### src/sv/psls_pkg.sv
// ----------------------------------------------------------------------------
// psls_pkg
// Shared types and constants for the per-source latency statistics block.
// ----------------------------------------------------------------------------
package psls_pkg;

  // Table geometry
  localparam int MAX_SOURCES = 16;
  localparam int SRC_W       = 4;
  localparam int ACT_W       = 5;
  localparam int CNT_W       = 32;
  localparam int DLY_W       = 32;
  localparam int TOT_W       = 64;

  // Request codes
  localparam logic [1:0] REQ_MADE   = 2'd0;
  localparam logic [1:0] REQ_EATEN  = 2'd1;
  localparam logic [1:0] REQ_REPORT = 2'd2;

  // Controller states
  localparam logic [1:0] S_IDLE = 2'd0;
  localparam logic [1:0] S_READ = 2'd1;
  localparam logic [1:0] S_DIV  = 2'd2;
  localparam logic [1:0] S_OUT  = 2'd3;

  localparam logic [ACT_W-1:0] ACTIVE_RESET = ACT_W'(16);

  typedef struct packed {
    logic [1:0]       req_type;
    logic [SRC_W-1:0] source_index;
    logic [DLY_W-1:0] delay_value;
  } req_t;

  typedef struct packed {
    logic [CNT_W-1:0] made_count;
    logic [CNT_W-1:0] eaten_count;
    logic [DLY_W-1:0] min_delay_out;
    logic [DLY_W-1:0] avg_delay_out;
    logic [DLY_W-1:0] max_delay_out;
    logic             count_mismatch;
    logic             bad_source;
  } rsp_t;

  // One table entry as stored in the statistics memory.
  typedef struct packed {
    logic [CNT_W-1:0] made;
    logic [CNT_W-1:0] eaten;
    logic [TOT_W-1:0] total;
    logic [DLY_W-1:0] min_dly;
    logic [DLY_W-1:0] max_dly;
  } entry_t;

  localparam int ENTRY_W = $bits(entry_t);

  localparam entry_t ENTRY_RESET = '{
    made:    '0,
    eaten:   '0,
    total:   '0,
    min_dly: '1,
    max_dly: '0
  };

endpackage

### src/sv/psls_div.sv
// ----------------------------------------------------------------------------
// psls_div
// Restoring divider for the average delay, one quotient bit per cycle.
// ----------------------------------------------------------------------------
module psls_div (
  input  logic                        clk_i,
  input  logic                        rst_ni,
  input  logic                        start_i,
  input  logic [psls_pkg::TOT_W-1:0]  dividend_i,
  input  logic [psls_pkg::CNT_W-1:0]  divisor_i,
  output logic                        done_o,
  output logic [psls_pkg::DLY_W-1:0]  quotient_o
);

  logic                       busy_q, busy_d;
  logic                       done_q, done_d;
  logic [4:0]                 cnt_q, cnt_d;
  logic [psls_pkg::CNT_W-1:0] rem_q, rem_d;
  logic [psls_pkg::DLY_W-1:0] lo_q, lo_d;
  logic [psls_pkg::CNT_W-1:0] dvs_q, dvs_d;
  logic [psls_pkg::CNT_W:0]   trial;
  logic [psls_pkg::CNT_W:0]   diff;
  logic                       fits;

  // The total never exceeds count times the largest delay, so the upper half
  // of the dividend is always below the divisor and 32 steps are enough.
  assign trial = {rem_q, lo_q[psls_pkg::DLY_W-1]};
  assign diff  = trial - {1'b0, dvs_q};
  assign fits  = (trial >= {1'b0, dvs_q});

  always_comb begin
    busy_d = busy_q;
    done_d = 1'b0;
    cnt_d  = cnt_q;
    rem_d  = rem_q;
    lo_d   = lo_q;
    dvs_d  = dvs_q;
    if (start_i) begin
      busy_d = 1'b1;
      cnt_d  = '0;
      rem_d  = dividend_i[psls_pkg::TOT_W-1:psls_pkg::DLY_W];
      lo_d   = dividend_i[psls_pkg::DLY_W-1:0];
      dvs_d  = divisor_i;
    end else if (busy_q) begin
      rem_d = fits ? diff[psls_pkg::CNT_W-1:0] : trial[psls_pkg::CNT_W-1:0];
      lo_d  = {lo_q[psls_pkg::DLY_W-2:0], fits};
      cnt_d = cnt_q + 5'd1;
      if (cnt_q == 5'd31) begin
        busy_d = 1'b0;
        done_d = 1'b1;
      end
    end
  end

  always_ff @(posedge clk_i or negedge rst_ni) begin
    if (!rst_ni) begin
      busy_q <= 1'b0;
      done_q <= 1'b0;
      cnt_q  <= '0;
    end else begin
      busy_q <= busy_d;
      done_q <= done_d;
      cnt_q  <= cnt_d;
    end
  end

  always_ff @(posedge clk_i) begin
    rem_q <= rem_d;
    lo_q  <= lo_d;
    dvs_q <= dvs_d;
  end

  assign done_o     = done_q;
  assign quotient_o = lo_q;

endmodule

### config.mk
export PLATFORM = sky130hd
export DESIGN_NAME = psls_div
export DESIGN_NICKNAME = d
export VERILOG_FILES = /design/src/sv/psls_pkg.sv /design/src/sv/psls_div.sv
export SDC_FILE = /design/constraint.sdc
export NUM_CORES = 1
export LEC_CHECK = 0
export BUFFER_PORTS_ARGS = -buffer_cell sky130_fd_sc_hd__clkbuf_2
export CAP_MARGIN = 25
export CORE_MARGIN = 2
export CORE_UTILIZATION = 61
export CTS_BUF_LIST = sky130_fd_sc_hd__clkbuf_4
export DETAILED_ROUTE_END_ITERATION = 6
export HOLD_SLACK_MARGIN = 0.03
export PLACE_DENSITY = 0.95
export SYNTH_ARGS = -nofsm -noshare
export SYNTH_HDL_FRONTEND = slang
export SYNTH_SLANG_ARGS = --single-unit
export TNS_END_PERCENT = 1
### constraint.sdc
create_clock -name clk_i -period 7.35 [get_ports clk_i]
set_clock_uncertainty 0.1 [all_clocks]
set_input_delay 0.735 -clock clk_i [delete_from_list [all_inputs] [get_ports clk_i]]
set_output_delay 0.735 -clock clk_i [all_outputs]
set_load 0.005 [all_outputs]
==> results_tabular.tex, run 1 <==
\begin{tabular}{lr}
\hline
Metric & Value \\
\hline
\multicolumn{2}{l}{\textbf{Cells and area}} \\
\quad Total area of multi-input combinational cells & 2800 sq um \\
\quad Area used by sequential logic in the layout & 3060 sq um \\
\quad Layout Cell Area excl Fill & 7010 sq um \\
\quad Ant. Diodes & 0 \\
\quad Most common cell after layout, fill and taps aside & clkbuf\_2 \\
\quad Signed area change from the synthesized netlist to the final layout & 14.2\% \\
\quad Nets@finish & 798 \\
\quad Commonest cells after routing, fill and taps aside & 130 x clkbuf\_2, 96 x edfxtp\_1, 51 x nand2\_1 \\
\quad Number of fill cells in the layout & 712 \\
\quad Fraction of final layout cells sized beyond drive strength 1 & 28.8\% \\
\multicolumn{2}{l}{\textbf{Placed design}} \\
\quad Hpwl dp & 9750 um \\
\quad Buffers added on ports & 131 \\
\quad RD Place Congestion & 0.927 \\
\quad Placed cell areas & 6840 sq um \\
\multicolumn{2}{l}{\textbf{Global route}} \\
\quad Wire length of the first global-routing pass & 22600 um \\
\quad Total congestion overflow & 0 \\
\quad Initial antenna violation count & 0 \\
\quad Vias in the first global route & 4794 \\
\quad Maximum number of pins on one net before global-route repair & 96 \\
\quad Overall fraction of global-route tracks in use & 25.8\% \\
\multicolumn{2}{l}{\textbf{Timing}} \\
\quad Total count of hold-check failures in the final report & 0 \\
\quad Crit path time final & 3670 ps \\
\quad Setup repair after global routing missed its margin & no \\
\quad Slew HR & 34.5\% \\
\quad Worst-margin pin slew & 983 ps \\
\quad F\_max & 273 MHz \\
\quad Max Transition Viols Final & 0 \\
\quad Final critical-path share of the clock period & 49.9\% \\
\quad Final-layout setup total negative slack & 0 ps \\
\quad Final setup violation count & 0 \\
\multicolumn{2}{l}{\textbf{Yosys}} \\
\quad Number of synthesized flops with an enable pin & 96 \\
\quad Per-instance average area after synthesis & 11.2 sq um \\
\quad Gate Count Post-Synth & 546 \\
\quad Cell Area, Synth & 6140 sq um \\
\quad Yosys warning total & 0 \\
\quad Synthesized net count & 680 \\
\quad Main flop type after synthesis & edfxtp\_1 \\
\quad Flip-flop and latch count after synthesis & 103 \\
\quad Synth unique cells & 58 \\
\quad Share of the yosys chip area belonging to registers & 49.8\% \\
\quad Share of flip-flops with an asynchronous set or reset & 6.80\% \\
\multicolumn{2}{l}{\textbf{Clocking}} \\
\quad CTS-repair resized insts & 0 \\
\quad Clock tree buffer depth & 2 \\
\quad CTS clock-pin slew for the worst setup and hold paths & 150 ps \\
\quad Clock buffers created by TritonCTS & 9 \\
\quad TritonCTS sink count & 103 \\
\quad Clock root buffer & clkbuf\_4 \\
\quad Number of buffers inserted to repair setup after CTS & 0 \\
\quad Skew-Pair Late Insertion Delay & 480 ps \\
\quad Number of hold buffers added after CTS & 1 \\
\quad H-tree depth & 3 \\
\quad TritonCTS clock tree & done \\
\multicolumn{2}{l}{\textbf{Floorplanning}} \\
\quad Die Width & 104 um \\
\quad Die Footprint & 10900 sq um \\
\quad Y dimension of the die & 104 um \\
\quad Number of standard-cell rows in the floorplan & 36 \\
\quad Area of the core region & 9770 sq um \\
\quad Num ports & 132 \\
\quad Effective utilization at floorplan & 62.8\% \\
\multicolumn{2}{l}{\textbf{Route}} \\
\quad Met2 WL & 6260 um \\
\quad Average via count per standard cell & 5.88 \\
\quad Antenna-violating nets left & 0 \\
\quad First-pass detailed-route iteration total & 4 \\
\quad M1 wire length & 5890 um \\
\quad Uppermost signal routing layer after detailed routing & met4 \\
\quad Number of DRC violations after detailed routing & 0 \\
\quad Aggregate routed wire length & 13500 um \\
\quad Detailed Route Iter0 Violations & 244 \\
\quad Routed length per placed instance & 16.9 um \\
\quad Total via count in the routed design & 4714 \\
\quad Met3 Wirelength & 1190 um \\
\multicolumn{2}{l}{\textbf{Hold path}} \\
\quad Min-delay src & divisor\_i[9] \\
\quad Type of the tightest min-delay check & primary input to flip-flop \\
\quad Hold Path Depth & 1 \\
\quad Hold EP & dvs\_q[9] \\
\multicolumn{2}{l}{\textbf{Power}} \\
\quad Switching power & 965 uW \\
\quad Sequential Power Share & 36.5\% \\
\quad Total power density per cell area & 345 nW/um\^{}2 \\
\quad Gate power share & 49.6\% \\
\quad Clock network fraction of design power & 13.9\% \\
\quad Switching Fraction & 40.0\% \\
\quad Cell Int Power & 1.45 mW \\
\quad Static power due to leakage & 3.06 nW \\
\quad Max IR drop VDD & 0.147 mV \\
\multicolumn{2}{l}{\textbf{Critical path}} \\
\quad Critical path endpoint category & flip-flop \\
\quad CP Class & flip-flop to flip-flop \\
\quad Worst setup SP type & flip-flop \\
\quad Critical path data arrival time & 3810 ps \\
\quad Reg2Reg Depth & 11 \\
\quad Highest net fanout along the worst path & 59 \\
\quad Beginning of the worst register-to-register path & rem\_q[6] \\
\quad Endpoint of the lowest-slack register-to-register path & rem\_q[26] \\
\quad Worst-case register-to-register setup slack & 3680 ps \\
\quad Data required time of the worst path & 7490 ps \\
\multicolumn{2}{l}{\textbf{Status}} \\
\quad Result of the run & finished clean \\
\multicolumn{2}{l}{\textbf{Flow run}} \\
\quad Count of max-cap constraint violations & 0 \\
\hline
\end{tabular}
-- area by class of cell --
cell class,count,share of cell area [%]
multi-input combinational,378,39.9
inverter,38,2.04
clock buffer,10,1.07
timing repair buffer,134,9.75
clock inverter,6,1.20
sequential,103,43.7
tap,133,2.38
-- layer usage --
| metal | global-route usage, % | up-vias |
|---|---|---|
| met5 | 0 | - |
| met4 | 8.20 | 0 |
| met3 | 8.33 | 17 |
| met2 | 41.1 | 200 |
| met1 | 33.6 | 2228 |
| li1 | - | 2269 |
-- state kept, by name, summed over array words and instances, names as in the netlist --
| register | count |
|---|---|
| dvs_q | 32 |
| quotient_o | 32 |
| rem_q | 32 |
| cnt_q | 5 |
| busy_q | 1 |
| done_o | 1 |
-- critical path, stage by stage (launching register included) --
cell      delay, ps
edfxtp_1        440
ha_1            400
and3_4          230
a221o_1         360
a21oi_2         150
o21ai_2         110
a21oi_4         240
o311ai_2        130
o211ai_2        130
o21a_4          610
nor3_1          150
a221o_1         340
-- synth_stat cells, types with 8 or more instances --
master,n,share of area (%)
a21oi_1,36,2.9
nor2_1,22,1.3
xnor2_1,14,2.0
mux2i_1,8,1.3
o21ai_0,22,1.8
clkbuf_1,18,1.1
edfxtp_1,96,47
inv_1,38,2.3
xor2_1,17,2.4
nand2_1,51,3.1
mux2_2,32,5.9
o311ai_1,16,2.3
ha_1,34,6.9
a21o_1,15,1.8
nand3b_1,22,2.7
-- metrics by stage --
stage	hold slack (ps)	util (%)	worst slack (ps)	total power, mW	std cells
after floorplan	339	-	4140	1.81	546
after global placement	412	69.9	3940	2.01	785
after detailed placement	429	69.9	3830	2.05	785
after CTS	294	71.7	3690	2.40	802
after global routing	270	71.7	3520	2.58	802
final	317	71.7	3680	2.41	802
-- worst max path at each step --
stage | startpoint | end | cells past startpoint
after detailed placement | rem_q[6] | rem_q[26] | 11
after global routing | rem_q[6] | rem_q[26] | 11
final | rem_q[6] | rem_q[26] | 11
after CTS | rem_q[6] | rem_q[26] | 11
after floorplan | quotient_o[31] | rem_q[26] | 14
after global placement | rem_q[6] | rem_q[0] | 11
-- logic make-up (layout without fill, tap and decap cells) --
group | count (synthesis) | count (layout) | synth area share (%)
AO/OA/AOI/OAI | 133 | 133 | 15.1
XOR/XNOR | 31 | 31 | 4.42
adder cells (fa/ha/maj) | 35 | 35 | 7.26
buffers and inverters | 65 | 188 | 4.59
flip-flops | 103 | 103 | 49.8
multiplexers | 40 | 40 | 7.18
AND/OR/NAND/NOR | 139 | 139 | 11.6
-- power groups by stage --
stage | registers [mW] | logic [mW] | clock network, mW
after CTS | 0.880 | 1.18 | 0.339
final | 0.881 | 1.20 | 0.335
after floorplan | 0.869 | 0.941 | 0
after detailed placement | 0.892 | 1.16 | 0
after global routing | 0.897 | 1.33 | 0.360
after global placement | 0.883 | 1.12 | 0
Note: power is estimated with default switching activity, not from simulation.
==> run 2: changes to the inputs <==
--- a/config.mk
+++ b/config.mk
@@ -8,11 +8,11 @@
 export BUFFER_PORTS_ARGS = -buffer_cell sky130_fd_sc_hd__clkbuf_2
 export CAP_MARGIN = 25
 export CORE_MARGIN = 2
-export CORE_UTILIZATION = 61
+export CORE_UTILIZATION = 51
 export CTS_BUF_LIST = sky130_fd_sc_hd__clkbuf_4
 export DETAILED_ROUTE_END_ITERATION = 6
 export HOLD_SLACK_MARGIN = 0.03
-export PLACE_DENSITY = 0.95
+export PLACE_DENSITY = 0.9
 export SYNTH_ARGS = -nofsm -noshare
 export SYNTH_HDL_FRONTEND = slang
 export SYNTH_SLANG_ARGS = --single-unit
==> constraint.sdc (replaced) <==
create_clock -name clk_i -period 3.3 [get_ports clk_i]
set_clock_uncertainty 0.1 [all_clocks]
set_input_delay 0.33 -clock clk_i [delete_from_list [all_inputs] [get_ports clk_i]]
set_output_delay 0.33 -clock clk_i [all_outputs]
set_load 0.005 [all_outputs]
==> results_tabular.tex, run 2 (synthesis gave the netlist of run 1 again) <==
\begin{tabular}{lr}
\hline
Metric & Value \\
\hline
\multicolumn{2}{l}{\textbf{Status}} \\
\quad Result of the run & finished, violations left \\
\quad Violated checks & negative setup slack \\
\multicolumn{2}{l}{\textbf{Route}} \\
\quad Met3 Wirelength & 1040 um \\
\quad Antenna-violating nets left & 0 \\
\quad Detailed Route Iter0 Violations & 340 \\
\quad M1 wire length & 6280 um \\
\quad Met2 WL & 7410 um \\
\quad Aggregate routed wire length & 15100 um \\
\quad Number of DRC violations after detailed routing & 0 \\
\quad Routed length per placed instance & 16.7 um \\
\quad First-pass detailed-route iteration total & 5 \\
\quad Uppermost signal routing layer after detailed routing & met4 \\
\quad Total via count in the routed design & 5020 \\
\quad Average via count per standard cell & 5.55 \\
\multicolumn{2}{l}{\textbf{Timing}} \\
\quad Setup repair after global routing missed its margin & yes \\
\quad Final setup violation count & 1 \\
\quad Final critical-path share of the clock period & 101\% \\
\quad Max Transition Viols Final & 0 \\
\quad Minimum setup slack in the final design & -27.2 ps \\
\quad Worst-margin pin slew & 504 ps \\
\quad Slew HR & 66.1\% \\
\quad Final-layout setup total negative slack & -27.2 ps \\
\quad F\_max & 301 MHz \\
\quad Total count of hold-check failures in the final report & 0 \\
\quad Crit path time final & 3330 ps \\
\multicolumn{2}{l}{\textbf{Power}} \\
\quad Cell Int Power & 3.47 mW \\
\quad Clock network fraction of design power & 13.7\% \\
\quad Total power density per cell area & 719 nW/um\^{}2 \\
\quad Switching Fraction & 39.5\% \\
\quad Static power due to leakage & 3.47 nW \\
\quad Sequential Power Share & 34.5\% \\
\quad Switching power & 2.26 mW \\
\quad Max IR drop VDD & 0.342 mV \\
\quad Gate power share & 51.8\% \\
\multicolumn{2}{l}{\textbf{Cells and area}} \\
\quad Number of fill cells in the layout & 863 \\
\quad Non-filler cells in the finished layout & 905 \\
\quad Signed area change from the synthesized netlist to the final layout & 29.8\% \\
\quad Fin util & 67.1\% \\
\quad Ant. Diodes & 0 \\
\quad Nets@finish & 887 \\
\quad Most common cell after layout, fill and taps aside & clkbuf\_2 \\
\quad Commonest cells after routing, fill and taps aside & 130 x clkbuf\_2, 96 x edfxtp\_1, 69 x dlygate4sd3\_1 \\
\quad Fraction of final layout cells sized beyond drive strength 1 & 29.3\% \\
\multicolumn{2}{l}{\textbf{Hold path}} \\
\quad Type of the tightest min-delay check & primary input to flip-flop \\
\quad Min-delay src & dividend\_i[41] \\
\multicolumn{2}{l}{\textbf{Critical path}} \\
\quad Worst setup SP type & flip-flop \\
\quad Data required time of the worst path & 3480 ps \\
\quad Slowest CP cell & edfxtp\_1 \\
\quad Highest net fanout along the worst path & 17 \\
\quad Startpoint of the most critical setup path & rem\_q[0] \\
\quad Cell-by-cell trace of the critical path & ha\_1, nand2b\_1, a21oi\_1, o21ai\_0, o21ai\_2, a21oi\_4, o311ai\_2, o211ai\_2, o21a\_4, buf\_4, o311ai\_0 \\
\quad Kind of cell with the highest combined delay on the critical path & compound AO/OA/AOI/OAI gates \\
\quad CP Class & flip-flop to flip-flop \\
\quad Beginning of the worst register-to-register path & rem\_q[0] \\
\quad Critical path endpoint category & flip-flop \\
\quad Critical path data arrival time & 3510 ps \\
\quad Max incr delay on CP & 480 ps \\
\quad CP bufs+invs & 1 \\
\multicolumn{2}{l}{\textbf{Global route}} \\
\quad Initial antenna violation count & 0 \\
\quad Overall fraction of global-route tracks in use & 23.2\% \\
\quad Maximum number of pins on one net before global-route repair & 75 \\
\quad Wire length of the first global-routing pass & 23900 um \\
\quad Total congestion overflow & 0 \\
\quad Vias in the first global route & 5095 \\
\multicolumn{2}{l}{\textbf{Clocking}} \\
\quad Clock tree buffer depth & 2 \\
\quad TritonCTS sink count & 103 \\
\quad H-tree depth & 3 \\
\quad TritonCTS clock tree & done \\
\quad CTS clock-pin slew for the worst setup and hold paths & 180 ps \\
\quad Clock buffers created by TritonCTS & 9 \\
\quad Skew-Pair Late Insertion Delay & 480 ps \\
\quad Clock root buffer & clkbuf\_4 \\
\multicolumn{2}{l}{\textbf{Placed design}} \\
\quad Buffers added on ports & 131 \\
\quad RD Place Congestion & 0.860 \\
\quad Dpl cells & 814 \\
\quad Setup slack at placement & -60.8 ps \\
\quad Hpwl dp & 10100 um \\
\multicolumn{2}{l}{\textbf{Floorplanning}} \\
\quad Die Width & 114 um \\
\quad Die Footprint & 12900 sq um \\
\quad Number of standard-cell rows in the floorplan & 40 \\
\quad Effective utilization at floorplan & 51.7\% \\
\quad Y dimension of the die & 114 um \\
\quad Num ports & 132 \\
\quad Area of the core region & 11900 sq um \\
\multicolumn{2}{l}{\textbf{Flow run}} \\
\quad Count of max-cap constraint violations & 0 \\
\hline
\end{tabular}
==> run 2: routing by layer <==
layer	track usage, %	vias up
met2	39.2	209
met1	28.9	2332
li1	-	2449
met5	0	-
met3	5.63	30
met4	9.02	0
==> run 2: worst min-delay path: stages <==
cell      delay [ps]
clkbuf_2          90
nand2_1           50
o311ai_1          70
==> run 2: path summary, 6_finish.rpt <==
path                            end  slack [ps]  depth (start not counted)
setup / recovery           rem_q[8]         -30                         11
hold reg to reg            cnt_q[3]         470                          2
hold / removal             rem_q[9]          50                          3
min in group asynchronous  cnt_q[4]         110                          2
max in group asynchronous    done_o        2830                          2
setup reg to reg           rem_q[8]         -30                         11
==> run 2: cell type report <==
class                      instances  area [sq um]  area share, %
sequential                       103          3060           38.4
timing repair buffer             223          1560           19.6
clock inverter                     7           103           1.29
multi-input combinational        378          2850           35.8
inverter                          38           143           1.79
clock buffer                       9          67.6          0.849
tap                              147           184           2.31
==> run 2: metrics by stage <==
| step | hold slack (ps) | power [mW] | cell area, sq um |
|---|---|---|---|
| 6_report | 46.2 | 5.72 | 7960 |
| 4_1_cts | 30.5 | 5.60 | 7840 |
| 5_1_grt | 30.3 | 6.11 | 7960 |
| 2_1_floorplan | -65.6 | 4.03 | 6140 |
| 3_5_place_dp | 73.7 | 4.74 | 7000 |
| 3_3_place_gp | 68.0 | 4.62 | 7000 |
==> run 2: power by group through the flow <==
stage | Clock (mW) | Sequential (mW) | Combinational, mW
after detailed placement | 0 | 1.99 | 2.75
after global placement | 0 | 1.97 | 2.65
after CTS | 0.800 | 1.96 | 2.84
final | 0.783 | 1.97 | 2.97
after floorplan | 0 | 1.94 | 2.10
after global routing | 0.847 | 2.00 | 3.26
==> run 2: what timing repair did <==
item | 4_1_cts | 5_1_grt
gates cloned | 0 | 0
endpoints found under the hold margin | 71 | 4
pin swaps | 1 | 7
resized for setup | 1 | 8
hold buffers | 65 | 4
setup endpoints to repair | 1 | 23
setup buffers | 1 | 5
