$ cat src/sv/psls_ram.sv
// ----------------------------------------------------------------------------
// psls_ram
// Generic single-write, single-read synchronous RAM with registered read.
// ----------------------------------------------------------------------------
module psls_ram #(
  parameter int WIDTH = 32,
  parameter int DEPTH = 16
) (
  input  logic                     clk_i,
  input  logic                     we_i,
  input  logic [$clog2(DEPTH)-1:0] waddr_i,
  input  logic [WIDTH-1:0]         wdata_i,
  input  logic                     re_i,
  input  logic [$clog2(DEPTH)-1:0] raddr_i,
  output logic [WIDTH-1:0]         rdata_o
);

  logic [WIDTH-1:0] mem_q [DEPTH];
  logic [WIDTH-1:0] rdata_q;

  always_ff @(posedge clk_i) begin
    if (we_i) begin
      mem_q[waddr_i] <= wdata_i;
    end
    if (re_i) begin
      rdata_q <= mem_q[raddr_i];
    end
  end

  assign rdata_o = rdata_q;

endmodule

$ cat config.mk
export PLATFORM = sky130hd
export DESIGN_NAME = psls_ram
export DESIGN_NICKNAME = d
export VERILOG_FILES = /design/src/sv/psls_ram.sv
export SDC_FILE = /design/constraint.sdc
export NUM_CORES = 1
export LEC_CHECK = 0
export BUFFER_PORTS_ARGS = -buffer_cell sky130_fd_sc_hd__buf_2
export CAP_MARGIN = 20
export CORE_ASPECT_RATIO = 1.2
export CORE_UTILIZATION = 35
export CTS_CLUSTER_SIZE = 24
export DETAILED_ROUTE_END_ITERATION = 6
export PLACE_DENSITY = 0.53
export SETUP_SLACK_MARGIN = 0.5
export SLEW_MARGIN = 20
export SYNTH_ARGS = -nofsm -noshare
export SYNTH_HDL_FRONTEND = slang
export SYNTH_SLANG_ARGS = --single-unit
$ cat constraint.sdc
create_clock -name clk_i -period 9.1 [get_ports clk_i]
set_clock_uncertainty 0.2 [all_clocks]
set_input_delay 1.82 -clock clk_i [delete_from_list [all_inputs] [get_ports clk_i]]
set_output_delay 1.82 -clock clk_i [all_outputs]
set_load 0.02 [all_outputs]
==> results of run 1 <==
-- stage by stage --
step	hold WS (ns)	utilization, %
floorplan	0.510	-
global placement	0.527	37.8
detailed placement	0.529	37.8
CTS	0.546	40.7
global route	0.576	40.7
finish	0.538	40.7
-- cell type report --
| cell class | instances | area [um^2] |
|---|---|---|
| fill | 4930 | 33800 |
| sequential | 544 | 16300 |
| multi-input combinational | 251 | 3750 |
| clock buffer | 64 | 1370 |
| tap | 735 | 920 |
| timing repair buffer | 101 | 584 |
| clock inverter | 27 | 274 |
| antenna | 1 | 2.50 |
-- synthesized netlist by cell type (all sizes together) --
cell type | count | area, um^2
nand2b | 2 | 12.5
a22oi | 64 | 480
or3b | 1 | 8.76
nor3 | 4 | 20.0
nor2 | 13 | 48.8
clkbuf | 17 | 63.8
nor2b | 2 | 12.5
edfxtp | 544 | 16300
and2 | 1 | 6.26
nand2 | 33 | 124
buf | 26 | 159
mux4 | 128 | 2880
nand3 | 1 | 5.00
nand3b | 2 | 15.0
-- layer usage --
layer | GRT usage [%] | part of all wire, % | vias up
li1 | - | - | 3821
met1 | 21.7 | 44 | 4846
met2 | 25.5 | 49 | 216
met3 | 3.38 | 5.7 | 55
met4 | 3.74 | 1.7 | 2
met5 | 0 | 0.020 | -
-- power groups by stage --
stage                     combinational [W]  sequential, W  clock, W
after floorplan                    0.000135        0.00290         0
after global placement             0.000257        0.00289         0
after detailed placement           0.000261        0.00289         0
after CTS                          0.000261        0.00284   0.00218
after global routing               0.000277        0.00284   0.00226
final                              0.000254        0.00284   0.00212
-- sequential cells by signal, summed over array words and instances (netlist names) --
register	flops
mem_q	512
rdata_o	32
-- worst reg2reg max path: stages, from the launching register on --
cell and delay [ns]:
sky130_fd_sc_hd__edfxtp_1 0.37, sky130_fd_sc_hd__mux4_2 0.48, sky130_fd_sc_hd__a22oi_1 0.27, sky130_fd_sc_hd__nand2_1 0.10
-- worst max-delay path by stage --
stage | endpoint | cells past startpoint | from
finish | rdata_o[27] | 5 | raddr_i[0]
global route | rdata_o[27] | 5 | raddr_i[0]
CTS | rdata_o[27] | 5 | raddr_i[0]
detailed placement | rdata_o[27] | 5 | raddr_i[0]
global placement | rdata_o[25] | 5 | raddr_i[0]
floorplan | mem_q[0][0] | 2 | waddr_i[2]
-- kinds of logic after synthesis --
kind of cell | count (synthesis) | share of synthesized area (%)
compound gates | 64 | 2.38
buf+inv | 43 | 1.10
flops | 544 | 81.0
mux | 128 | 14.3
simple gates | 59 | 1.25
==> results.md, run 1 <==
- The cell area that synthesis handed to floorplanning was 20200 um^2.
- The standard-cell row count is between 90 and 100.
- For this design, the sink count on the clock tree is approximately 540.
- The final total negative setup slack is 0 ns.
- The number of remaining DRC errors is 0.
- The final route contains 8940 vias.
- After synthesis, the netlist uses 17 different library cells.
- The number of global-route vias before repair is ~9.5k.
- Across the run, the number of max-cap violations was 0.
- The clock slew at the register clock pins of the worst setup and hold paths is ~0.060 ns.
- From synthesis to final layout, the design area changed by 15.2%.
- The logic gate share of total power is a little under 5%.
- The first global-routing pass estimated roughly 66000 um of wire.
- The detailed-route vias per instance is 5.19.
- The total overflow reported by the global router is 0.
- For this run, the total global-route usage over all layers was measured as between 10% and 20%.
- The vertical die dimension is between 200 and 300 um.
- For this run, the detailed router's first-pass iteration total came to 5.
- Once detailed placement completed, the half-perimeter wirelength came to approximately 23000 um.
- At the later pin of the worst-skew pair, clock insertion delay measures 0.59 ns.
- Sequential cells burn a little over half of the power.
- The initial antenna violation count is 3.
- During I/O placement, the number of pins put on the boundary was 75.
- The floorplan die area is about 59000 um^2.
- The peak supply drop is 0.000118 V.
- The buffers inserted during post-CTS setup optimization is 0.
- The remaining max-slew budget at the tightest pin is roughly 37%.
- The number of nets in the final layout is between 900 and 1k.
- The worst hold path begins at mem_q[15][9].
- The post-layout instance area is around 23000 um^2.
- The run finished with clean final reports.
- The placeable core region is 57100 um^2.
- The gate count of the mapped netlist is 838.
- The reg-to-reg critical path endpoint is rdata_o[14].
- The path with the worst hold slack has its endpoint at rdata_o[9].
- After the first detailed-routing iteration, the DRC count stood at roughly 750.
- The final number of hold-violating endpoints is 0.
- Buffers inserted to repair hold after CTS numbered 0.
- The clock tree synthesis step divided the H-tree into 2 levels.
- At the pin with the least slew margin, the transition time is 0.944 ns.
- The count of final max-slew check failures is 0.
- The number of cells on the worst hold path is 3.
- The worst setup path is captured at a register.
- The largest single stage delay on the critical path is approximately 0.89 ns.
- The signal on the critical path passes through clkbuf_8 -> buf_4 -> mux4_2 -> a22oi_1 -> nand2_1.
- The relative contribution of the clock network to total power is between 40% and 50%.
- The largest net degree at the start of global routing is 70.
- Setup repair after global routing left no endpoint under its margin.
- The required time of the worst setup path is roughly 9.2 ns.
- The sum of routed wire length over all layers is roughly 45000 um.
- The final cell count without fillers is 1723.
- After clock tree synthesis, the repair step resized 0 gates.
- Leaving out fill and tap cells, the most frequent cell in the layout is sky130_fd_sc_hd__edfxtp_1.
- The top cell types in the final layout, fill and taps aside, are sky130_fd_sc_hd__edfxtp_1, sky130_fd_sc_hd__mux4_2, sky130_fd_sc_hd__buf_2, sky130_fd_sc_hd__a22oi_1, sky130_fd_sc_hd__clkbuf_16.
- Static timing analysis puts the maximum clock frequency at roughly 240 MHz.
- The starting density of the core is 35.4%.
- The net switching fraction of the power is approximately a fifth.
- The number of synthesis warnings is 0.
- Data arrives at the worst endpoint at 4.32 ns.
- Broken down by cell family, the worst path's largest delay share belongs to buffers and inverters.
- The kind of path behind the tightest hold check is reg -> reg.
- In this run the power spent charging and discharging nets is about 0.0011 W.
- The layout cell share with drive strength beyond 1 is 32.1%.
- The buffer cell driving the clock tree root is sky130_fd_sc_hd__clkbuf_16.
- The placed instances occupy a cell area of ~22000 um^2.
- In this run the tool buffered the top-level ports with 74 buffer cells.
- The static leakage power is ~7.3 nW.
- The setup slack after placement is roughly 4.2 ns.
- The clock period minus final worst setup slack is ~4.2 ns.
- The sum of internal, switching and leakage power is about 0.0052 W.
- Routability-driven placement finished with a final weighted congestion of 0.693.
- The number of clock buffers inserted by TritonCTS is 52.
- Among all stages on the critical path, the largest delay is contributed by sky130_fd_sc_hd__buf_4.
- The worst flop-to-flop path startpoint is mem_q[11][14].
- The count of nets left with antenna violations after detail routing is 0.
- The startpoint kind of the worst setup timing path is an input pin.
- The mean cell area of the mapped netlist is roughly 24 um^2.
- The cell total after placement is between 1.5k and 2k.
- The maximum buffer depth of the clock tree is 3.
- The critical-path maximum fanout is roughly 70.
- TritonCTS built the clock tree.
- Together, buffers and inverters on the worst path number 2.
- The sequential area share after synthesis is between 80% and 90%.
- The post-layout worst setup margin is between 4 and 5 ns.
- When the netlist entered floorplanning its net count stood at around 900.
- The worst register-to-register path has a setup slack of ~7.4 ns.
- The logic depth of the worst register-to-register path is 3.
- Setup violations remaining at the end of the flow were counted as 0.
- Measured along the x axis, the die boundary spans between 200 and 250 um.
- For this design the ratio of total power to cell area is 224 nW/um^2.
- In this run, synthesis produced a sequential element count of ~540.
- The fraction of the cycle the final worst path needs is between 40% and 50%.
- The worst setup path category is in -> reg.
- The final routed wire length divided by cell count is between 20 and 30 um.
- The internal power consumption is 0.00415 W.
Power figures use the tool's default switching activity.
==> run 2: changes to the inputs <==
- PLACE_DENSITY: 0.53 -> 0.55
- clock period: 9.1 -> 3.71 ns (I/O delays scaled with it)
==> results.md, run 2 (synthesis results as in run 1) <==
- The run finished with clean final reports.
- The signal on the critical path passes through buf_2 -> or3b_2 -> nor2_4 -> buf_4.
- Of the cells placed in the final design, the portion with a size suffix greater than 1 is between 30 and 40%.
- The startpoint kind of the worst setup timing path is an input pin.
- The final cell utilization of the core is between 40% and 50%.
- The signal arrival time at the worst endpoint is between 2 and 2.5 ns.
- Across the whole layout, storage elements account for around 16000 um^2.
- After detailed routing, the average wire length per cell comes to 25.4 um.
- The first global-routing pass estimated 65200 um of wire.
- The area after detailed placement is roughly 22000 um^2.
- The clock period minus final worst setup slack is between 2 and 2.5 ns.
- In this run the number of H-tree levels came out at 2.
- The buffer cell driving the clock tree root is sky130_fd_sc_hd__clkbuf_16.
- The TritonCTS clock tree is done.
- The kind of end point of the critical path is a register.
- Derived from the worst setup path, the maximum achievable clock frequency is 441 MHz.
- The top cell types in the final layout, fill and taps aside, are sky130_fd_sc_hd__edfxtp_1, sky130_fd_sc_hd__mux4_2, sky130_fd_sc_hd__buf_2, sky130_fd_sc_hd__a22oi_1, sky130_fd_sc_hd__clkbuf_16.
- The final critical path takes up 61.1% of the cycle.
- After the last flow step, the layout net total stands at approximately 1k.
- The power per cell area is roughly 530 nW/um^2.
- The startpoint identified for the worst hold timing path is wdata_i[18].
- The all-layer global routing usage is 15.2%.
- The count of nets left with antenna violations after detail routing is 0.
- The peak supply drop is a little under 0.0004 V.
- The reg2reg setup slack is approximately 2 ns.
- Dividing the detail-routed via count by the number of cells gives approximately 5.2.
- The flip-flop count of the largest register, all copies and words added is around 510.
- Setup repair after global routing left no endpoint under its margin.
- Detailed routing inserted a total of around 9k vias.
- The sum of routed wire length over all layers is between 40000 and 50000 um.
- In this run the worst setup path terminates at mem_q[3][29].
- The fill cell instance count of the final layout is 4908.
- Counting along the longest clock path gives a buffer depth of 3.
- The longest individual stage delay on the worst path is about 0.62 ns.
- Counting every sink on the clock net gives between 500 and 600.
- In this run the count of I/O pins placed on the die edge is 75.
- The transition time of the tightest slew-check pin is around 0.73 ns.
- The number of clock buffers inserted by TritonCTS is 50.
- The register ranked first by flip-flop count is mem_q.
- Clock-pin slew was measured on the worst setup and hold paths at ~0.060 ns.
- The library cell contributing the largest single delay on the critical path is sky130_fd_sc_hd__or3b_2.
- The logic depth of the worst register-to-register path is 3.
- The first routing iteration left about 800 violations.
- Routability-driven placement finished with a final weighted congestion of around 0.7.
- The final number of hold-violating endpoints is 0.
- The count of final max-slew check failures is 0.
- The area growth from synthesis to layout is 15.6%.
- Tracing the worst setup path back leads to its startpoint at waddr_i[2].
- The floorplan step set the die width to between 200 and 250 um.
- The total inserted antenna cells is 0.
- Measured along the y axis, the die boundary spans between 200 and 300 um.
- Post-CTS timing repair inserted 0 buffers for setup.
- Along the worst path, the maximum fanout reaches 13.
- The worst flop-to-flop path startpoint is mem_q[11][31].
- For this configuration, the core starts out at a cell density of 35.4%.
- In the routed design, unresolved DRC markers number 0.
- The post-layout instance area is 23300 um^2.
- The final number of setup-violating endpoints is 0.
- The post-cts hold buffer count is 0.
- Entering global routing, the biggest net connects 37 pins.
- The count of buffers from port buffering is 74.
- The placeable core region is between 50000 and 60000 um^2.
- Summing all multi-input logic gate instances after layout gives 3770 um^2.
- The leading cell type in the layout, fill and taps excluded is sky130_fd_sc_hd__edfxtp_1.
- Adding up every negative setup slack in the final design gives 0 ns.
- Final hold analysis gives a worst-case slack of 0.340 ns.
- The number of global-route vias before repair is ~9.7k.
- The die covers about 59000 um^2.
- In this run, post-CTS repair resized a total of 0 instances.
- The first TritonRoute pass finished after 5 iterations.
- The HPWL after detailed placement is about 24000 um.
- Across the run, the number of max-cap violations was 0.
- The kind of path behind the tightest hold check is in -> reg.
- The required time of the worst setup path is 3.77 ns.
- The worst pin sits at a relative slew slack of between 50% and 60%.
- For this design the static power due to leakage is roughly 7.3 nW.
- The total overflow reported by the global router is 0.
- The reg-to-reg critical path endpoint is rdata_o[31].
- Row generation in the floorplan step produced 96 rows.
- The sum of internal, switching and leakage power is about 0.012 W.
- At the later pin of the worst-skew pair, clock insertion delay measures 0.58 ns.
- The worst setup path category is in -> reg.
- The initial antenna violation count was 3.
==> run 2: cell count changes in the layout (fill, tap and decap cells not counted), moves of 4 or more <==
| cell | change |
|---|---|
| sky130_fd_sc_hd__nor3_2 | -4 |
| sky130_fd_sc_hd__clkbuf_1 | +6 |
| sky130_fd_sc_hd__nor3_4 | +4 |
| sky130_fd_sc_hd__buf_12 | +14 |
| sky130_fd_sc_hd__bufinv_16 | -6 |
| sky130_fd_sc_hd__buf_4 | -5 |
==> run 2: stage by stage <==
step / cells / setup WS (ns)
2_1_floorplan: 838 / 0.460
3_3_place_gp: 1641 / 0.860
3_5_place_dp: 1641 / 0.826
4_1_cts: 1729 / 1.43
5_1_grt: 1729 / 1.37
6_report: 1729 / 1.44
==> run 2: final cells by class <==
class / instances / share of cell area, %
Tap cell: 735 / 3.94
Clock inverter: 20 / 0.456
Sequential cell: 544 / 70.1
Clock buffer: 68 / 5.75
Multi-Input combinational cell: 251 / 16.2
Timing Repair Buffer: 111 / 3.60
==> run 2: where the power goes <==
part / leakage [nW] / switching, W / internal (W) / total (W)
clock: 0.701 / 0.00213 / 0.00253 / 0.00466
combinational: 1.69 / 0.000391 / 0.000255 / 0.000646
sequential: 4.94 / 0.0000354 / 0.00692 / 0.00696
total: 7.33 / 0.00256 / 0.00970 / 0.0123
==> run 2: per-layer routing <==
layer / track usage, % / vias to the layer above / routed length, um
met5: 0 / - / 36
met4: 3.97 / 6 / 837
met3: 2.70 / 56 / 2180
met2: 25.4 / 201 / 21800
met1: 20.7 / 4887 / 19000
li1: - / 3843 / -
==> run 2: worst min-delay path by stage <==
stage | endpoint | slack (ns) | cells after the start
6_report | mem_q[12][18] | 0.34 | 1
5_1_grt | mem_q[6][18] | 0.33 | 1
4_1_cts | mem_q[8][18] | 0.30 | 1
3_5_place_dp | rdata_o[10] | 0.53 | 3
3_3_place_gp | rdata_o[24] | 0.52 | 3
2_1_floorplan | rdata_o[0] | 0.51 | 3
==> run 2: worst max-delay path: cells and delay by family <==
kind / cells / cell delay, ns
buffers and inverters: 2 / 0.46
AND/OR/NAND/NOR: 2 / 1.11
==> run 3: changes to the inputs <==
- ABC_AREA: unset -> 1
- PLACE_DENSITY: 0.55 -> 0.53
- clock period: 3.71 -> 2.3 ns (I/O delays scaled with it)
==> results.md, run 3 <==
- The worst setup path category is reg -> out.
- The H-tree was split into 2 levels.
- The net count of the mapped netlist is between 2k and 2.5k.
- In the finished design, the share of the clock period the worst path needs comes to 82.8%.
- The total overflow left after global routing is 0.
- For this run, the top clock speed supported by timing is around 520 MHz.
- The buffer cell driving the clock tree root is sky130_fd_sc_hd__clkbuf_16.
- The number of nets in the final layout is around 2.3k.
- The die is between 200 and 250 um wide.
- The register with the most flip-flops in the layout has 512 of them.
- After routing, the total negative slack on setup checks comes to 0 ns.
- From synthesis to final layout, the design area changed by 17.5%.
- The signal on the critical path passes through buf_6.
- For the worst setup path, the data arrival time is ~1.3 ns.
- Counting instances in the post-synthesis netlist gives the leading cell types as sky130_fd_sc_hd__nand2_1, sky130_fd_sc_hd__edfxtp_1, sky130_fd_sc_hd__inv_1.
- The kind of path behind the tightest hold check is in -> reg.
- The clock period could shrink to 1.91 ns.
- The count of final max-slew check failures is 0.
- The HPWL after detailed placement is 32700 um.
- Each instance of the synthesized netlist takes up on average between 10 and 15 um^2.
- The remaining max-slew budget at the tightest pin is 76.4%.
- Across every metal layer, demand over resource in global routing totals roughly 17%.
- TritonCTS built the clock tree.
- The maximum buffer depth of the clock tree is 3.
- During I/O placement, the number of pins put on the boundary was 75.
- Counting flops and latches in the post-synthesis netlist gives 544.
- The reg2reg setup slack is between 0.9 and 1 ns.
- The sequential area share after synthesis is between 70% and 80%.
- 0 antenna diodes ended up in the layout.
- Across the run, the number of max-cap violations was 0.
- IR analysis of the VDD net gives a maximum drop of approximately 0.00050 V.
- In this design, the stage delay of the slowest critical-path cell is 0.47 ns.
- After the first detailed-routing iteration, the DRC count stood at 1086.
- The count of cell types in the netlist is 14.
- Setup repair after global routing could not meet its margin everywhere.
- The final number of hold-violating endpoints is 0.
- The worst setup path is captured at a primary output.
- In this run the remaining antenna-violating nets after routing total 0.
- Counting both buffers and inverters, the worst setup path holds a total of 1.
- The post-layout instance area is around 27000 um^2.
- The global placer's final weighted congestion is between 0.7 and 0.8.
- The flow ran to the end, and the final reports show no timing, DRC or antenna violations.
- Cells with a size suffix above 1 make up ~11% of the layout.
- The core region is 64800 um^2.
- Ranked by total cell area, the synthesized netlist is headed by sky130_fd_sc_hd__edfxtp_1, sky130_fd_sc_hd__nand2_1, sky130_fd_sc_hd__nand3_1.
- The final number of setup-violating endpoints is 0.
- The number of clock buffers inserted by TritonCTS is 53.
- The number of global-route vias before repair was ~14k.
- The count of buffers from port buffering is 74.
- The share of synthesized flip-flops with an asynchronous set or reset is 0%.
- The first-pass iteration count of the detailed router is 5.
- The cell count after synthesis came out at approximately 2.1k.
- The most frequently used cell type in the post-synthesis netlist is sky130_fd_sc_hd__nand2_1.
- The number of remaining DRC errors is 0.
- The clock slew at the register clock pins of the worst setup and hold paths is 0.06 ns.
- The share of Yosys cell area claimed by the top area cell type is a little under three quarters.
- The count of vias placed by the detailed router is between 10k and 15k.
- The detailed-route vias per instance is between 4 and 5.
- Wires add up to approximately 56000 um.
- The final routed wire length divided by cell count is roughly 18 um.
- The cell taking the most area after synthesis is sky130_fd_sc_hd__edfxtp_1.
- The flip-flop cell with the highest count after synthesis is sky130_fd_sc_hd__edfxtp_1.
- The transition time of the tightest slew-check pin is around 0.35 ns.
- Of all nets on the critical path, the largest fanout is 1.
- Yosys printed 0 warnings.
- mem_q holds more flip-flops than any other register.
- Summed over all cells, the static leakage comes to ~11 nW.
- Summing all placed instances gives a cell area of approximately 25000 um^2.
- Fill cells in the final layout number 6044.
- The library cell contributing the largest single delay on the critical path is sky130_fd_sc_hd__edfxtp_1.
- The mapped netlist covers 23100 um^2.
- The die covers 66900 um^2.
- In the layout the commonest cells are sky130_fd_sc_hd__nand2_1, sky130_fd_sc_hd__edfxtp_1, sky130_fd_sc_hd__inv_1, sky130_fd_sc_hd__nand3_1, sky130_fd_sc_hd__clkbuf_16.
- The power per cell area is between 800 and 900 nW/um^2.
- The worst setup path is launched from a register.
- After floorplanning, the core was divided into roughly 100 placement rows.
- The synthesized design contains between 500 and 600 enable-type register cells.
- The critical path's top delay family is flip-flops.
- Entering global routing, the biggest net connects 60 pins.
- The starting density of the core is between 30% and 40%.
- The clock reaches the later pin of the worst-skew pair after 0.61 ns.
- In this run the vertical extent of the chip is around 280 um.
- The first-pass GRT wire length is a little under 90000 um.
- The leading cell type in the layout, fill and taps excluded is sky130_fd_sc_hd__nand2_1.
- The initial antenna violation count is 1.
- STA puts the critical path data required time at ~1.6 ns.
- The clock drives between 500 and 600 sinks.
[run 3: cell types whose count changed in the layout (fill, tap and decap cells not counted), moves of 14 or more]
cell	change
sky130_fd_sc_hd__a22oi_1	-64
sky130_fd_sc_hd__buf_12	+32
sky130_fd_sc_hd__buf_2	-27
sky130_fd_sc_hd__buf_6	+26
sky130_fd_sc_hd__bufinv_16	+14
sky130_fd_sc_hd__clkbuf_1	-14
sky130_fd_sc_hd__inv_1	+386
sky130_fd_sc_hd__mux4_2	-128
sky130_fd_sc_hd__nand2_1	+639
sky130_fd_sc_hd__nand3_1	+383
[run 3: timing repair]
action,4_1_cts,5_1_grt
setup buffers,0,0
hold buffers,1,0
gates resized for setup,42,12
pin swaps,0,0
hold endpoints to repair,5,0
cloned,0,0
endpoints found under the setup margin,31,30
[run 3: cells by family after synthesis]
family	after synthesis	synth area share [%]
flops	544	70.9
simple gates	1081	19.7
buf+inv	495	9.41
[run 3: area by class of cell]
cell class / count / area [um^2] / area share [%]
clock buffer: 56 / 1340 / 4.94
clock inverter: 40 / 554 / 2.05
inverter: 390 / 1470 / 5.43
multi-input combinational: 1081 / 4700 / 17.4
sequential: 544 / 16300 / 60.3
tap: 832 / 1040 / 3.84
timing repair buffer: 141 / 1630 / 6.03
[run 3: final timing paths]
kind,end,cells past startpoint,startpoint
setup / recovery,rdata_o[23],1,rdata_o[23]
hold / removal,mem_q[2][19],1,wdata_i[19]
setup reg to reg,rdata_o[25],6,mem_q[4][25]
hold reg to reg,rdata_o[4],6,mem_q[10][4]
[run 3: layer usage]
layer / global-route usage, % / share of wire (%) / wire length (um)
met5: 0 / 0 / 0
met4: 4.66 / 2.2 / 1230
met3: 2.55 / 4.1 / 2290
met2: 30.0 / 51 / 28800
met1: 21.7 / 43 / 24100
[run 3: report_power, final]
part	switching, W	leakage, nW	total, W	internal [W]
Clock	0.00373	0.928	0.00950	0.00577
Combinational	0.000989	5.43	0.00147	0.000482
Sequential	0.0000738	4.94	0.0112	0.0112
Total	0.00480	11.3	0.0222	0.0174
[run 3: metrics by stage]
stage               std cells  hold WS, ns  utilization (%)  worst slack [ns]  power (W)
floorplan                2120        0.359                -             0.303     0.0123
finish                   3084       0.0388             41.8             0.395     0.0222
CTS                      3084       0.0110             41.7             0.326     0.0224
global route             3084       0.0243             41.8             0.336     0.0229
detailed placement       2987        0.523             38.6             0.272     0.0129
global placement         2987        0.522             38.6             0.280     0.0129
